$ cat config.mk
export PLATFORM = sky130hd
export DESIGN_NAME = mpfs_queue
export DESIGN_NICKNAME = d
export VERILOG_FILES = /design/src/mpfs_pkg.sv /design/src/mpfs_queue.sv
export SDC_FILE = /design/constraint.sdc
export NUM_CORES = 1
export LEC_CHECK = 0
export BUFFER_PORTS_ARGS = -buffer_cell sky130_fd_sc_hd__buf_4
export CAP_MARGIN = 30
export CORE_ASPECT_RATIO = 0.5
export CORE_MARGIN = 4
export CORE_UTILIZATION = 35
export CTS_CLUSTER_SIZE = 40
export DETAILED_ROUTE_END_ITERATION = 6
export PLACE_DENSITY = 0.48
export SLEW_MARGIN = 40
export SYNTH_ARGS = -nofsm -noshare
export SYNTH_HDL_FRONTEND = slang
export SYNTH_SLANG_ARGS = --single-unit
$ cat constraint.sdc
create_clock -name i_clk -period 8.6 [get_ports i_clk]
set_clock_uncertainty 0.15 [all_clocks]
set_input_delay 1.72 -clock i_clk [delete_from_list [all_inputs] [get_ports i_clk]]
set_output_delay 1.72 -clock i_clk [all_outputs]
set_load 0.005 [all_outputs]
$ cat src/mpfs_pkg.sv
// Shared types, constants and byte folding for the multi-pattern string search.
package mpfs_pkg;

    localparam int MPFS_MAX_PATTERNS    = 8;
    localparam int MPFS_MAX_PATTERN_LEN = 16;
    localparam int MPFS_QUEUE_DEPTH     = 8;

    typedef enum logic [1:0] {
        ACT_LOAD_BYTE = 2'd0,
        ACT_SET_LEN   = 2'd1,
        ACT_TEXT      = 2'd2
    } t_action;

    localparam logic REG_IGNORE_CASE = 1'b0;
    localparam logic REG_PATTERNS    = 1'b1;

    typedef struct packed {
        logic [2:0] slot;
        logic [3:0] cpos;
        logic [7:0] data;
    } t_pat_wr;

    typedef struct packed {
        logic        found;
        logic [31:0] match_start;
        logic [31:0] match_end;
        logic [2:0]  pattern;
    } t_result;

    function automatic logic [7:0] fold_byte(input logic [7:0] c, input logic en);
        if (en && (c inside {[8'h41:8'h5A]})) begin
            return c + 8'd32;
        end
        return c;
    endfunction

endpackage

$ cat src/mpfs_queue.sv
// Result queue between the match pipeline and the output channel.
module mpfs_queue #(
    parameter int DEPTH = mpfs_pkg::MPFS_QUEUE_DEPTH,
    localparam int CNT_W = $clog2(DEPTH + 1),
    localparam int PTR_W = (DEPTH > 1) ? $clog2(DEPTH) : 1
) (
    input  logic              i_clk,
    input  logic              i_rst_n,
    input  logic              i_push,
    input  mpfs_pkg::t_result i_data,
    input  logic              i_pop,
    output logic              o_valid,
    output mpfs_pkg::t_result o_data,
    output logic [CNT_W-1:0]  o_count
);
    import mpfs_pkg::*;

    t_result          r_mem [DEPTH];
    logic [PTR_W-1:0] r_wr;
    logic [PTR_W-1:0] r_rd;
    logic [CNT_W-1:0] r_count;
    logic             w_pop;

    assign o_valid = (r_count != '0);
    assign w_pop   = i_pop & o_valid;
    assign o_data  = r_mem[r_rd];
    assign o_count = r_count;

    always_ff @(posedge i_clk) begin
        if (i_push) begin
            r_mem[r_wr] <= i_data;
        end
    end

    always_ff @(posedge i_clk) begin
        if (!i_rst_n) begin
            r_wr    <= '0;
            r_rd    <= '0;
            r_count <= '0;
        end else begin
            if (i_push) begin
                r_wr <= (32'(r_wr) == DEPTH - 1) ? '0 : r_wr + PTR_W'(1);
            end
            if (w_pop) begin
                r_rd <= (32'(r_rd) == DEPTH - 1) ? '0 : r_rd + PTR_W'(1);
            end
            r_count <= r_count + CNT_W'(i_push) - CNT_W'(w_pop);
        end
    end

endmodule

### Yosys cells after proc, flatten, opt, wreduce, memory -nomap -nowiden

Memory sizes are Yosys's and may differ from the RTL's. A register that Yosys moved wholly into a read port is not among the register bits.
Index checks and enable logic that the tools add are counted.

* input port bits: 72
* memories: 1
* RAM bits: 544
* word-level logic and storage cells: 18
* output and inout port bits: 73
* bits in registers: 10

Memory list
* r_mem: depth 8, bits a word 68, rd ports 1, clocked after memory_dff 1, write ports 1, line mpfs_queue.sv:18 `t_result r_mem [DEPTH];`

* reductions and logical operators: 1
* multiplexer cells: 6
* equal/unequal tests: 2
* bitwise logic cells: 1
* $add $sub $neg: 4

Operators by type and width (number)
* two-way mux 3 bit: 4
* adder 3 x 1 -> 3 bit, second input constant: 2
* equality test 3 bit, second input constant: 2
* adder 4 x 1 -> 4 bit: 1
* nonzero test 4 bit: 1
* subtractor 4 x 1 -> 4 bit: 1
* two-way mux 1 bit: 2
* bitwise AND 1 bit: 1

### Longest topological paths before layout

* word-level depth: 4
* mapped depth: 9
* depth with buffers taken out: 9

### Least setup slack after synthesis

Ideal clock, no wire load.

* kind: in2reg
* start point: input port i_push
* end point: memory r_mem[0][0] in the netlist's numbering (enable)
* buffers on the path: 0
* setup time: 578 ps
* required time: 7872 ps
* cell stages on the path: 2
* setup slack: 1439 ps
* arrival time: 6433 ps
* cell sequence: nand2b_1 nor3_1

* word-level cells in the longest chain between the ends: 2

Ends and longest elaborated chain
* start: declaration: line mpfs_queue.sv:9 `input logic i_push,`
* two-way mux 1 bit: line mpfs_queue.sv:30 `if (i_push) begin`
* two-way mux 1 bit (implied by the code): line mpfs_queue.sv:31 `r_mem[r_wr] <= i_data;`
* end: declaration: line mpfs_queue.sv:18

Every way passes these cells.

==> impl_metrics.py <==
metrics = {
    "grt": {
        "grt_pass1_wl_um": 65600,
        "grt.busiest_layer": "met2",
        "grt_usage_pct": 13.6,
        "grt_overflow": 0,
        "grt_use_met3_pct": 2.21,
        "grt_pass1_vias": 10204,
        "grt_max_degree": 63,
        "met2_usage_pct": 23.7,
        "antenna_found_initial": 0,
        "met1_usage_pct": 18.1,
    },
    "timing": {
        "tightest_slew_ns": 0.796,
        "hold_viol": 0,
        "maxSlewViolCount": 0,
        "min_period_ns": 4.99,
        "setup_violations": 0,
        "fin_crit_sh_pct": 58.1,
        "fin_ws_ns": 3.61,
        "slew_headroom_pct": 46.9,
        "tns_ns": 0,
        "rsz0062_at_grt": "no",
        "max_freq_mhz": 200,
        "timing.hold.ws_ns": 0.346,
    },
    "worst_setup_path": {
        "reg2reg_slack_ns": 5.92,
        "crit_fanout": 44,
        "crit_arrival_ns": 3.12,
        "required_ns": 6.73,
        "startpoint_type": "flip-flop",
        "path_class": "reg2out",
        "worst-r2r-cell-count": 9,
        "rr_startpoint": "o_count[2]",
        "end_kind": "output port",
        "r2r-end": "o_count[2]",
    },
    "synthesis": {
        "synthTopCellsByArea": "edfxtp_1 78%, mux4_2 15%, mux2_2 3.6%",
        "yosysTopAreaCellShare_pct": 77.6,
        "ys_warn_count": 0,
        "synth_ff_type": "edfxtp_1",
        "yosysTopAreaCell": "edfxtp_1",
        "synth.distinct_cells": 26,
        "ys_seq_area_share_pct": 78.8,
        "syn_nets": 941,
        "synth_seq_cells": 557,
        "synth_edf_count": 544,
        "synthArstFlopShare_pct": 0,
        "avgSynthCellArea_um2": 24.5,
        "synthCells": 860,
        "syn_area_um2": 21100,
    },
    "clock_tree": {
        "cts_tree": "yes",
        "cts_htree_levels": 2,
        "cts_buffer_depth": 3,
        "cts.sinks": 557,
        "cts_hold_buf": 0,
        "clkTransAtPathRegs_ns": 0.07,
        "cts_made_buffers": 51,
        "cts-resized-gates": 0,
        "post_cts_buffers": 0,
        "root_buffer": "clkbuf_16",
        "clock_latency_ns": 0.56,
    },
    "route": {
        "dr.pass1.iters": 4,
        "route.detailed.wl_per_inst_um": 23.1,
        "via_per_inst": 4.86,
        "wl_um": 43900,
        "vias": 9214,
        "drtIter0Drc": 580,
        "drc": 0,
        "ant_nets": 0,
    },
    "run_status": {
        "status": "finished, final reports clean",
    },
    "floorplan": {
        "dieWidth_um": 355,
        "initial_core_util_pct": 35.5,
        "die_area_um2": 64400,
        "coreArea_um2": 59400,
        "core.rowCount": 63,
        "ios": 145,
        "die_height_um": 181,
    },
    "power": {
        "leakagePower_uw": 0.00790,
        "power_density_nw_per_um2": 252,
        "ir_worst_vdd_mv": 0.134,
    },
    "job": {
        "maxCapViolations": 0,
    },
    "layout": {
        "nNetsFinal": 1123,
        "multi_input_area_um2": 4290,
        "drive_gt1_share_pct": 42.4,
        "syn_to_final_growth_pct": 18.6,
        "fillers": 5120,
        "layout_commonest_cell": "edfxtp_1",
        "seqCellArea_um2": 16600,
        "utilization_pct": 42.1,
        "layout_common_cells": "544 x edfxtp_1, 154 x buf_4, 136 x mux4_2",
    },
    "place": {
        "place_congestion": 0.673,
        "post-place-ws_ns": 4.09,
        "port_buffers": 144,
        "dp_hpwl_um": 24200,
    },
    "worst_hold_path": {
        "hold_depth": 2,
        "worstHoldStart": "r_rd[2]",
        "hp-class": "reg2reg",
    },
}
[per-stage QoR]
stage	cells	total power, µW	cell area (µm²)
2_1_floorplan	860	3690	21100
3_3_place_gp	1796	4070	23200
3_5_place_dp	1801	4090	23300
4_1_cts	1896	6410	25000
5_1_grt	1896	6580	25000
6_report	1897	6300	25000
[final cells by class]
type | instances | area share (%)
multi-input combinational | 260 | 17.2
clock buffer | 60 | 5.41
clock inverter | 35 | 1.36
antenna | 1 | 0.0100
timing repair buffer | 168 | 5.45
inverter | 4 | 0.0601
tap | 812 | 4.07
sequential | 557 | 66.5
[sequential cells by signal, indices dropped and copies added (netlist names), named ones only]
signal   cells
r_rd         3
r_wr         3
o_count      4
r_mem      544
[Yosys cell counts, types with 3 or more instances]
cell and number:
edfxtp_1 544, buf_6 5, nor2_1 8, and2_1 4
mux2_2 68, buf_1 3, buf_2 17, mux4_2 136
ha_1 8, mux2i_1 10, dfxtp_1 13, nand2_1 11
inv_1 4, nand2b_1 3, clkbuf_1 13
[worst max-delay path: stages (launching register included)]
cell	delay, ns
dfxtp_4	0.64
buf_12	0.28
buf_6	0.52
mux4_2	0.58
mux2_2	0.30
buf_4	0.14
[cell families (layout without fill, tap and decap cells)]
kind of cell               count (synthesis)  in the layout  synth area share [%]
DFF                                      557            557                  78.8
muxes                                    214            214                  18.7
buffers and inverters                     43            267                  1.10
and+or+nand+nor                           33             33                 0.760
adders and majority gates                  9              9                 0.570
AOI/OAI and AO/OA                          3              3                0.0891
xor gates and xnor gates                   1              1                0.0416
other                                      0              1                     0
[per-layer routing]
metal | routed length (µm) | vias up
li1 | - | 4028
met1 | 19500 | 5047
met2 | 22700 | 92
met3 | 1140 | 47
met4 | 656 | 0
met5 | 0 | -
[worst max path at each step]
stage / endpoint / cells after the start
after global routing: o_data[60] / 5
after floorplan: r_mem[0][0] / 2
after global placement: o_data[59] / 4
final: o_data[59] / 5
after CTS: o_data[59] / 5
after detailed placement: o_data[59] / 5
[power breakdown]
group / total (µW) / switching (µW) / leakage, µW / internal [µW]
logic: 894 / 385 / 0.00201 / 509
clock network: 2300 / 964 / 0.000832 / 1330
registers: 3110 / 54.0 / 0.00505 / 3050
No activity file was read; power rests on OpenSTA's default activity.
